## config.mk

```make
export PLATFORM = sky130hd
export DESIGN_NAME = sorted_array_priority_queue_core
export DESIGN_NICKNAME = d
export VERILOG_FILES = /design/src/hw/rtl/sapq_pkg.sv /design/src/hw/rtl/sapq_cell.sv /design/src/hw/rtl/sorted_array_priority_queue_core.sv
export SDC_FILE = /design/constraint.sdc
export NUM_CORES = 1
export LEC_CHECK = 0
export ABC_AREA = 1
export BUFFER_PORTS_ARGS = -buffer_cell sky130_fd_sc_hd__buf_2
export CAP_MARGIN = 20
export CORE_UTILIZATION = 58
export DETAILED_ROUTE_END_ITERATION = 10
export GPL_TIMING_DRIVEN = 1
export PLACE_DENSITY = 0.89
export SLEW_MARGIN = 20
export SYNTH_ARGS = -nofsm -noshare
export SYNTH_HDL_FRONTEND = slang
export SYNTH_SLANG_ARGS = --single-unit
export TNS_END_PERCENT = 30
```

## constraint.sdc

```tcl
create_clock -name clk_i -period 5.05 [get_ports clk_i]
set_clock_uncertainty 0.2 [all_clocks]
set_input_delay 1.01 -clock clk_i [delete_from_list [all_inputs] [get_ports clk_i]]
set_output_delay 1.01 -clock clk_i [all_outputs]
set_load 0.02 [all_outputs]
```

## src/hw/rtl/sapq_pkg.sv

```systemverilog
// ----------------------------------------------------------------------------
// sapq_pkg: shared types and constants of the sorted-array priority queue
// Transfer structs, command and status codes, parameter defaults.
// ----------------------------------------------------------------------------
`default_nettype none

package sapq_pkg;

  localparam int unsigned DefaultDepth     = 8;
  localparam int unsigned DefaultDataWidth = 32;

  localparam logic CMD_INSERT = 1'b0;
  localparam logic CMD_DELETE = 1'b1;

  localparam logic [1:0] ST_OK        = 2'd0;
  localparam logic [1:0] ST_OVERFLOW  = 2'd1;
  localparam logic [1:0] ST_UNDERFLOW = 2'd2;
  localparam logic [1:0] ST_NOTFOUND  = 2'd3;

  typedef struct packed {
    logic               cmd;
    logic signed [31:0] value;
  } sapq_in_t;

  typedef struct packed {
    logic [1:0]         status;
    logic [3:0]         count;
    logic signed [31:0] top_value;
  } sapq_out_t;

  typedef struct packed {
    logic ins_en;
    logic del_en;
  } sapq_ctrl_t;

endpackage

`default_nettype wire

```

## src/hw/rtl/sapq_cell.sv

```systemverilog
// ----------------------------------------------------------------------------
// sapq_cell: one slot of the sorted chain
// Holds one key and compares it with the broadcast key; on an insert it takes the
// upper neighbor's key or the broadcast key, on a delete the lower neighbor's key.
// ----------------------------------------------------------------------------
`default_nettype none

module sapq_cell #(
  parameter int unsigned DATA_WIDTH = sapq_pkg::DefaultDataWidth
) (
  input  wire                          clk_i,
  input  sapq_pkg::sapq_ctrl_t         ctrl_i,
  input  wire                          valid_i,
  input  wire signed [DATA_WIDTH-1:0]  key_i,
  input  wire signed [DATA_WIDTH-1:0]  prev_entry_i,
  input  wire                          prev_ge_i,
  input  wire signed [DATA_WIDTH-1:0]  next_entry_i,
  output logic signed [DATA_WIDTH-1:0] entry_o,
  output logic                         ge_o,
  output logic                         eq_o
);
  import sapq_pkg::*;

  logic signed [DATA_WIDTH-1:0] entry_q, entry_d;
  logic                         le;

  // invalid slots count as "key goes here" for insert
  assign ge_o = !valid_i || (key_i >= entry_q);
  assign le   = valid_i && (entry_q <= key_i);
  assign eq_o = valid_i && (entry_q == key_i);

  always_comb begin
    entry_d = entry_q;
    if (ctrl_i.ins_en && ge_o) begin
      entry_d = prev_ge_i ? prev_entry_i : key_i;
    end else if (ctrl_i.del_en && le) begin
      entry_d = next_entry_i;
    end
  end

  always_ff @(posedge clk_i) begin
    entry_q <= entry_d;
  end

  assign entry_o = entry_q;

endmodule

`default_nettype wire

```

## src/hw/rtl/sorted_array_priority_queue_core.sv

```systemverilog
// ----------------------------------------------------------------------------
// sorted_array_priority_queue_core: descending sorted key store
// Chain of DEPTH cells kept in descending order; insert shifts down,
// delete of the first equal key shifts up, one status per transfer.
//
//   channel | direction | payload    | handshake
//   in      | input     | sapq_in_t  | in_valid_i / in_stall_o
//   out     | output    | sapq_out_t | out_valid_o / out_stall_i
//
// All cells compare and shift in the accept cycle; the result is shown from the
// next cycle on. One item per clock while the output is not stalled.
// Reset empties the queue (occupancy 0); cell contents need no reset.
// A stalled result holds the input off until it is taken.
// ----------------------------------------------------------------------------
`default_nettype none

module sorted_array_priority_queue_core #(
  parameter int unsigned DEPTH      = sapq_pkg::DefaultDepth,
  parameter int unsigned DATA_WIDTH = sapq_pkg::DefaultDataWidth
) (
  input  wire                  clk_i,
  input  wire                  rst_ni,
  input  wire                  in_valid_i,
  output logic                 in_stall_o,
  input  sapq_pkg::sapq_in_t   in_data_i,
  output logic                 out_valid_o,
  input  wire                  out_stall_i,
  output sapq_pkg::sapq_out_t  out_data_o
);
  import sapq_pkg::*;

  localparam int unsigned CntW = $clog2(DEPTH + 1);

  logic [CntW-1:0]              count_q, count_d;
  logic [1:0]                   status_q, status_d;
  logic                         out_valid_q;
  logic                         accept, full, empty, found;
  logic signed [DATA_WIDTH-1:0] key;
  sapq_ctrl_t                   ctrl;

  logic signed [DATA_WIDTH-1:0] entry [DEPTH];
  logic [DEPTH-1:0]             ge, eq, valid;

  assign key    = DATA_WIDTH'(in_data_i.value);
  assign accept = in_valid_i && !in_stall_o;
  assign full   = (count_q == CntW'(DEPTH));
  assign empty  = (count_q == '0);
  assign found  = |eq;

  assign ctrl.ins_en = accept && (in_data_i.cmd == CMD_INSERT) && !full;
  assign ctrl.del_en = accept && (in_data_i.cmd == CMD_DELETE) && found;

  for (genvar j = 0; j < DEPTH; j++) begin : g_cell
    logic signed [DATA_WIDTH-1:0] prev_entry, next_entry;
    logic                         prev_ge;

    assign valid[j] = (CntW'(j) < count_q);

    if (j == 0) begin : g_first
      assign prev_entry = key;
      assign prev_ge    = 1'b0;
    end else begin : g_mid
      assign prev_entry = entry[j-1];
      assign prev_ge    = ge[j-1];
    end

    if (j == DEPTH - 1) begin : g_last
      assign next_entry = entry[j];
    end else begin : g_body
      assign next_entry = entry[j+1];
    end

    sapq_cell #(
      .DATA_WIDTH (DATA_WIDTH)
    ) u_cell (
      .clk_i        (clk_i),
      .ctrl_i       (ctrl),
      .valid_i      (valid[j]),
      .key_i        (key),
      .prev_entry_i (prev_entry),
      .prev_ge_i    (prev_ge),
      .next_entry_i (next_entry),
      .entry_o      (entry[j]),
      .ge_o         (ge[j]),
      .eq_o         (eq[j])
    );
  end

  always_comb begin
    count_d  = count_q;
    status_d = ST_OK;
    if (in_data_i.cmd == CMD_INSERT) begin
      if (full) begin
        status_d = ST_OVERFLOW;
      end else begin
        count_d = count_q + 1'b1;
      end
    end else begin
      if (empty) begin
        status_d = ST_UNDERFLOW;
      end else if (!found) begin
        status_d = ST_NOTFOUND;
      end else begin
        count_d = count_q - 1'b1;
      end
    end
  end

  always_ff @(posedge clk_i or negedge rst_ni) begin
    if (!rst_ni) begin
      count_q     <= '0;
      out_valid_q <= 1'b0;
    end else begin
      if (accept) begin
        count_q <= count_d;
      end
      if (accept) begin
        out_valid_q <= 1'b1;
      end else if (!out_stall_i) begin
        out_valid_q <= 1'b0;
      end
    end
  end

  always_ff @(posedge clk_i) begin
    if (accept) begin
      status_q <= status_d;
    end
  end

  assign in_stall_o           = out_valid_q && out_stall_i;
  assign out_valid_o          = out_valid_q;
  assign out_data_o.status    = status_q;
  assign out_data_o.count     = 4'(count_q);
  assign out_data_o.top_value = empty ? '0 : 32'(entry[0]);

  // assertions
  a_count_range: assert property (@(posedge clk_i) disable iff (!rst_ni)
    count_q <= CntW'(DEPTH))
    else $error("occupancy above depth");

  a_overflow_full: assert property (@(posedge clk_i) disable iff (!rst_ni)
    out_valid_q && (status_q == ST_OVERFLOW) |-> full)
    else $error("overflow reported while not full");

  a_insert_grows: assert property (@(posedge clk_i) disable iff (!rst_ni)
    ctrl.ins_en |=> count_q == $past(count_q) + 1'b1)
    else $error("insert did not grow occupancy");

  for (genvar j = 0; j + 1 < DEPTH; j++) begin : g_sorted_chk
    a_sorted: assert property (@(posedge clk_i) disable iff (!rst_ni)
      valid[j+1] |-> entry[j] >= entry[j+1])
      else $error("chain out of order");
  end

endmodule

`default_nettype wire
```

==> run_summary.xml, run 1 <==
<?xml version="1.0" encoding="UTF-8"?>
<metrics>
  <group name="synth">
    <metric name="postSynthRegisterBits" unit="">263</metric>
    <metric name="synth_commonest_cells" unit="">nand2_1 (1327), inv_1 (346), ha_1 (260)</metric>
    <metric name="netlist.top_cell.by_area" unit="">edfxtp_1</metric>
    <metric name="netlist_area" unit="um2">21600</metric>
    <metric name="postSynthCellCount" unit="">2972</metric>
    <metric name="post-synth-top-count-cell" unit="">nand2_1</metric>
    <metric name="synth_edf_count" unit="">258</metric>
    <metric name="synth.avg_cell_area" unit="um2">7.25</metric>
    <metric name="synth_async_sr_flop_share" unit="%">1.90</metric>
    <metric name="synthFlopType" unit="">edfxtp_1</metric>
    <metric name="synth_cell_types" unit="">40</metric>
    <metric name="synthesis.nets" unit="">3269</metric>
    <metric name="synth-warning-count" unit="">0</metric>
    <metric name="synth_largest_type_area_fraction" unit="%">35.9</metric>
    <metric name="yosysSeqAreaShare" unit="%">36.5</metric>
    <metric name="ys_top_cells_by_area" unit="">edfxtp_1 (36%), nand2_1 (23%), ha_1 (15%)</metric>
  </group>
  <group name="setup_path">
    <metric name="timing.critical_path.from_type" unit="">primary input</metric>
    <metric name="rr_worst_depth" unit="">14</metric>
    <metric name="endpoint_of_the_worst_slack_reg_to_reg_timing_path" unit="">g_cell[4].u_cell.entry_o[17]$_DFFE_PP_</metric>
    <metric name="setup.reg_to_reg.worst_slack" unit="ps">1200</metric>
    <metric name="critPathMaxFanout" unit="">34</metric>
    <metric name="arrival" unit="ps">4390</metric>
    <metric name="critical_path.endpoint_type" unit="">flip-flop</metric>
    <metric name="critical_path_required" unit="ps">5280</metric>
    <metric name="worstSetupPathType" unit="">in2reg</metric>
    <metric name="worst_r2r_startpoint" unit="">g_cell[4].u_cell.entry_o[27]$_DFFE_PP_</metric>
  </group>
  <group name="die">
    <metric name="std_cell_rows" unit="">70</metric>
    <metric name="die_h" unit="um">195</metric>
    <metric name="core_area" unit="um2">36600</metric>
    <metric name="die_area" unit="um2">37900</metric>
    <metric name="die_width" unit="um">195</metric>
    <metric name="floorplan.initialDensity" unit="%">58.9</metric>
    <metric name="top_level_ports" unit="">77</metric>
  </group>
  <group name="cts">
    <metric name="cts_inserted_buffers" unit="">29</metric>
    <metric name="cts.hold.buffers_added" unit="">0</metric>
    <metric name="path_clk_slew" unit="ps">60</metric>
    <metric name="cts_repair_resize_count" unit="">0</metric>
    <metric name="worst_skew_pair.late_latency" unit="ps">580</metric>
    <metric name="postCtsSetupBuffers" unit="">0</metric>
    <metric name="tritoncts" unit="">yes</metric>
    <metric name="cts_max_level" unit="">1</metric>
    <metric name="cts_sinks" unit="">263</metric>
    <metric name="clock_tree.buffer_depth" unit="">3</metric>
    <metric name="cts.root.buffer_cell" unit="">clkbuf_16</metric>
  </group>
  <group name="drt">
    <metric name="drt_pre_antenna_iters" unit="">8</metric>
    <metric name="routed-wl-met2" unit="um">27400</metric>
    <metric name="detail_route.wirelength" unit="um">59200</metric>
    <metric name="dr_total_vias" unit="">20045</metric>
    <metric name="drt-wirelength-per-cell" unit="um">17.0</metric>
    <metric name="drc" unit="">0</metric>
    <metric name="first_iter_violations" unit="">2122</metric>
    <metric name="met3WireLength" unit="um">6390</metric>
    <metric name="route.detailed.vias_per_inst" unit="">5.75</metric>
    <metric name="highest-signal-layer" unit="">met4</metric>
    <metric name="drtAntennaViolNets" unit="">0</metric>
    <metric name="m1WireLength" unit="um">23800</metric>
  </group>
  <group name="pwr">
    <metric name="ir_worst_vdd" unit="V">0.000284</metric>
    <metric name="power.leakage" unit="nW">12.3</metric>
    <metric name="p_per_area" unit="nW/um2">396</metric>
    <metric name="fin_total_pwr" unit="mW">9.12</metric>
  </group>
  <group name="placement">
    <metric name="placement.setup.worst_slack" unit="ps">477</metric>
    <metric name="portBuffers" unit="">76</metric>
    <metric name="placed_cell_area" unit="um2">22100</metric>
    <metric name="routabilityCongestion" unit="">0.941</metric>
    <metric name="total_placed_cells_including_tap_cells" unit="">3434</metric>
    <metric name="post-dp-hpwl" unit="um">45600</metric>
  </group>
  <group name="sta">
    <metric name="layout_min_cycle_time" unit="ps">4160</metric>
    <metric name="timing.slew.headroom" unit="%">36.9</metric>
    <metric name="layout_worst_path_cycle_share" unit="%">82.4</metric>
    <metric name="grt_setup_unrepaired" unit="">no</metric>
    <metric name="finalHoldViolations" unit="">0</metric>
    <metric name="max_freq" unit="MHz">240</metric>
    <metric name="slew_violations" unit="">0</metric>
    <metric name="endpoints_failing_setup" unit="">0</metric>
    <metric name="fin_ws" unit="ps">888</metric>
    <metric name="worst_slew_pin_slew" unit="ps">941</metric>
  </group>
  <group name="grt">
    <metric name="grt.total_usage" unit="%">31.0</metric>
    <metric name="global_route.overflow_total" unit="">0</metric>
    <metric name="antenna_found_initial" unit="">1</metric>
    <metric name="grt_pass1_wl" unit="um">95400</metric>
    <metric name="first_global_vias" unit="">19363</metric>
    <metric name="maximum_number_of_pins_on_one_net_before_global_route_repair" unit="">65</metric>
  </group>
  <group name="finish">
    <metric name="insertedDiodeCount" unit="">0</metric>
    <metric name="final_cell_area" unit="um2">23100</metric>
    <metric name="fin_cells" unit="">3488</metric>
    <metric name="drive_above_1_share" unit="%">7.28</metric>
    <metric name="syn_to_final_growth" unit="%">6.94</metric>
    <metric name="finish.net_count" unit="">3294</metric>
  </group>
  <group name="hold_path">
    <metric name="hold_class" unit="">in2async</metric>
  </group>
  <group name="run">
    <metric name="drv.max_cap_violation_count" unit="">0</metric>
  </group>
  <group name="status">
    <metric name="status" unit="">finished clean</metric>
  </group>
</metrics>
stage by stage:
stage | TNS, ps | utilization (%) | hold slack [ps]
after floorplan | -50580 | - | 320
after global placement | 0 | 60.4 | 283
after detailed placement | 0 | 60.4 | 297
after CTS | 0 | 63.0 | 40.1
after global routing | 0 | 63.0 | 52.7
final | 0 | 63.0 | 49.7
flip-flops by register name (all words and copies together) (netlist names):
| name | flops |
|---|---|
| g_cell.u_cell.entry_o | 256 |
| count_q | 4 |
| status_q | 2 |
| out_valid_o | 1 |
worst max-delay path, cell delays in order:
cell and delay [ps]:
buf_2 330, ha_1 320, a21oi_1 160, o21ai_0 160
nand2_1 90, nand2_1 60, a21oi_1 290, nand3_1 190
nand4_2 120, buf_4 320, nand2_2 460, inv_2 610
nand2_1 150, nand2_1 100
report_power, final:
group	total [mW]	internal (mW)	switching [mW]	leakage, nW
Sequential	3.03	2.82	0.202	2.44
Combinational	3.99	1.18	2.80	9.39
Clock	2.11	1.21	0.906	0.453
metal layers:
layer	global-route usage, %	vias up
met5	0	-
met4	11.1	0
met3	5.10	148
met2	52.0	1129
met1	40.3	9146
li1	-	9622
cell type report:
class,count,area [um2]
Sequential cell,263,7870
Clock inverter,19,173
Inverter,361,1360
Timing Repair Buffer,104,591
Fill cell,3007,13600
Clock buffer,35,748
Multi-Input combinational cell,2238,11700
Tap cell,468,586
logic make-up after synthesis:
| group | synth area share, % |
|---|---|
| buffers and inverters | 9.25 |
| AO/OA/AOI/OAI | 6.57 |
| AND/OR/NAND/NOR | 32.4 |
| flip-flops | 36.5 |
| adder cells (fa/ha/maj) | 15.1 |
| XOR/XNOR | 0.163 |
cell usage in the layout, fill, tap and decap left out, types with 2 or more instances in the layout:
cell	netlist	layout
a21o_1	6	6
a21oi_1	125	125
buf_2	52	76
buf_4	13	28
bufinv_16	0	3
clkbuf_1	27	6
clkbuf_16	0	29
clkinv_1	2	8
clkinv_2	0	7
dfrtp_1	5	5
edfxtp_1	258	258
ha_1	260	260
inv_1	346	346
inv_2	13	13
inv_6	0	2
nand2_1	1327	1327
nand2_2	9	9
nand3_1	221	221
nand3_2	2	2
nand4_1	20	20
nand4_2	5	5
nor2_1	109	109
nor2_2	7	6
nor2_4	2	3
nor3_1	6	6
nor3b_2	4	4
o211ai_1	2	2
o21a_1	15	15
o21ai_0	69	63
o21ai_1	17	14
o21ai_2	19	28
xor2_1	3	3
worst max-delay path by stage:
stage | startpoint | end | slack (ps) | cells after the start
2_1_floorplan | in_data_i[31] | g_cell[1].u_cell.entry_o[0]$_DFFE_PP_ | -260 | 12
3_3_place_gp | in_data_i[5] | g_cell[3].u_cell.entry_o[5]$_DFFE_PP_ | 660 | 16
3_5_place_dp | in_data_i[25] | g_cell[4].u_cell.entry_o[18]$_DFFE_PP_ | 480 | 14
4_1_cts | in_data_i[25] | g_cell[4].u_cell.entry_o[17]$_DFFE_PP_ | 1000 | 14
5_1_grt | in_data_i[0] | g_cell[4].u_cell.entry_o[17]$_DFFE_PP_ | 660 | 20
6_report | in_data_i[27] | g_cell[4].u_cell.entry_o[17]$_DFFE_PP_ | 890 | 14
Note: power is estimated with default switching activity, not from simulation.
==> run 2: changes to the inputs <==
Settings changed: CORE_UTILIZATION 58 to 64, PLACE_DENSITY 0.89 to 0.93.
Clock period 5.05 ns to 4.1 ns, I/O delays scaled along.
==> run_summary.xml, run 2 (synthesis gave the netlist of run 1 again) <==
<?xml version="1.0" encoding="UTF-8"?>
<metrics>
  <group name="drt">
    <metric name="drt_pre_antenna_iters" unit="">8</metric>
    <metric name="dr_total_vias" unit="">20590</metric>
    <metric name="first_iter_violations" unit="">2746</metric>
    <metric name="route.detailed.vias_per_inst" unit="">5.91</metric>
    <metric name="drtAntennaViolNets" unit="">0</metric>
    <metric name="detail_route.wirelength" unit="um">60700</metric>
    <metric name="drt-wirelength-per-cell" unit="um">17.4</metric>
    <metric name="drc" unit="">0</metric>
  </group>
  <group name="grt">
    <metric name="antenna_found_initial" unit="">1</metric>
    <metric name="maximum_number_of_pins_on_one_net_before_global_route_repair" unit="">43</metric>
    <metric name="first_global_vias" unit="">19501</metric>
    <metric name="grt.total_usage" unit="%">35.3</metric>
    <metric name="global_route.overflow_total" unit="">0</metric>
    <metric name="grt_pass1_wl" unit="um">96700</metric>
  </group>
  <group name="pwr">
    <metric name="p_per_area" unit="nW/um2">487</metric>
    <metric name="power.leakage" unit="nW">12.4</metric>
    <metric name="ir_worst_vdd" unit="V">0.000339</metric>
    <metric name="fin_total_pwr" unit="mW">11.3</metric>
  </group>
  <group name="sta">
    <metric name="slew_violations" unit="">0</metric>
    <metric name="endpoints_failing_setup" unit="">0</metric>
    <metric name="grt_setup_unrepaired" unit="">no</metric>
    <metric name="max_freq" unit="MHz">270</metric>
    <metric name="layout_min_cycle_time" unit="ps">3700</metric>
    <metric name="timing.slew.headroom" unit="%">48.1</metric>
    <metric name="layout_worst_path_cycle_share" unit="%">90.3</metric>
    <metric name="finalHoldViolations" unit="">0</metric>
    <metric name="worst_slew_pin_slew" unit="ps">772</metric>
  </group>
  <group name="die">
    <metric name="floorplan.initialDensity" unit="%">65.6</metric>
    <metric name="die_width" unit="um">186</metric>
    <metric name="top_level_ports" unit="">77</metric>
    <metric name="std_cell_rows" unit="">66</metric>
    <metric name="die_h" unit="um">186</metric>
    <metric name="die_area" unit="um2">34400</metric>
    <metric name="core_area" unit="um2">32900</metric>
  </group>
  <group name="cts">
    <metric name="clock_tree.buffer_depth" unit="">3</metric>
    <metric name="worst_skew_pair.late_latency" unit="ps">580</metric>
    <metric name="cts_max_level" unit="">1</metric>
    <metric name="tritoncts" unit="">yes</metric>
    <metric name="postCtsSetupBuffers" unit="">0</metric>
    <metric name="cts_inserted_buffers" unit="">29</metric>
    <metric name="cts_sinks" unit="">263</metric>
    <metric name="path_clk_slew" unit="ps">60</metric>
    <metric name="cts.root.buffer_cell" unit="">clkbuf_16</metric>
  </group>
  <group name="run">
    <metric name="drv.max_cap_violation_count" unit="">0</metric>
  </group>
  <group name="finish">
    <metric name="finish.net_count" unit="">3313</metric>
    <metric name="syn_to_final_growth" unit="%">7.76</metric>
    <metric name="drive_above_1_share" unit="%">7.77</metric>
    <metric name="final_cell_mix" unit="">nand2_1 (1327), inv_1 (346), ha_1 (260), edfxtp_1 (258), nand3_1 (221)</metric>
    <metric name="largest_register_ff_count" unit="">256</metric>
    <metric name="multi_input_area" unit="um2">11700</metric>
    <metric name="layout.cells.most_common" unit="">nand2_1</metric>
    <metric name="layout.area.seq" unit="um2">7870</metric>
    <metric name="final_cell_area" unit="um2">23200</metric>
    <metric name="num-fill-cells" unit="">2457</metric>
  </group>
  <group name="setup_path">
    <metric name="critical_path_required" unit="ps">3080</metric>
    <metric name="worstSetupPathType" unit="">reg2out</metric>
    <metric name="arrival" unit="ps">2680</metric>
    <metric name="critPathMaxFanout" unit="">36</metric>
    <metric name="timing.critical_path.from_type" unit="">flip-flop</metric>
    <metric name="critical_path.endpoint_type" unit="">output pin</metric>
  </group>
  <group name="placement">
    <metric name="post-dp-hpwl" unit="um">45900</metric>
    <metric name="placed_cell_area" unit="um2">22300</metric>
    <metric name="portBuffers" unit="">76</metric>
    <metric name="routabilityCongestion" unit="">0.925</metric>
  </group>
  <group name="hold_path">
    <metric name="hold_class" unit="">in2reg</metric>
  </group>
  <group name="status">
    <metric name="status" unit="">finished clean</metric>
  </group>
</metrics>
==> run 2: per-layer routing <==
layer | up-vias | wire length (um) | share of wire, % | global-route usage [%]
met4 | 0 | 1950 | 3.2 | 12.8
met2 | 1404 | 27400 | 45 | 57.1
met3 | 185 | 7310 | 12 | 4.83
li1 | 9677 | - | - | -
met1 | 9324 | 24100 | 40 | 48.3
met5 | - | 0 | 0 | 0
==> run 2: cell type report <==
type / instances / share of cell area, %
multi-input combinational: 2238 / 50.5
sequential: 263 / 33.9
inverter: 361 / 5.83
timing repair buffer: 123 / 3.38
clock buffer: 36 / 3.24
tap: 442 / 2.38
clock inverter: 17 / 0.722
antenna: 2 / 0.0215
==> run 2: critical path, cell delays in order, from the launching register on <==
cell	delay, ps
dfrtp_1	490
nor2_2	340
inv_2	360
nor2_4	210
buf_4	420
nor2_1	90
buf_2	180
==> run 2: worst paths after layout <==
kind | from | slack, ps | endpoint | cells past startpoint
max | count_q[2]$_DFFE_PN0P_ | 400 | out_data_o[7] | 6
min | in_valid_i | 260 | out_valid_o$_DFFE_PN0P_ | 3
max reg2reg | count_q[2]$_DFFE_PN0P_ | 490 | g_cell[2].u_cell.entry_o[0]$_DFFE_PP_ | 10
min reg2reg | out_valid_o$_DFFE_PN0P_ | 320 | out_valid_o$_DFFE_PN0P_ | 2
max in group asynchronous | rst_ni | 3180 | out_valid_o$_DFFE_PN0P_ | 2
min in group asynchronous | rst_ni | 390 | count_q[0]$_DFFE_PN0P_ | 2
==> run 2: timing repair <==
action	CTS	global route
resized for setup	0	0
hold endpoints to repair	5	0
hold buffers	1	0
==> run 2: metrics by stage <==
stage                     instances  hold slack [ps]  util, %  setup WS (ps)  TNS (ps)
after floorplan                2972              320        -           -194    -43550
after global placement         3426              289     67.8            111         0
after detailed placement       3426              302     67.8           69.8         0
after CTS                      3480              247     70.6            467         0
after global routing           3481              276     70.7            279         0
final                          3482              256     70.7            396         0
==> run 2: power breakdown <==
| group | leakage [nW] | total [mW] | internal [mW] | switching, mW |
|---|---|---|---|---|
| logic | 9.49 | 4.99 | 1.50 | 3.49 |
| registers | 2.44 | 3.73 | 3.48 | 0.253 |
| clock network | 0.438 | 2.60 | 1.48 | 1.12 |
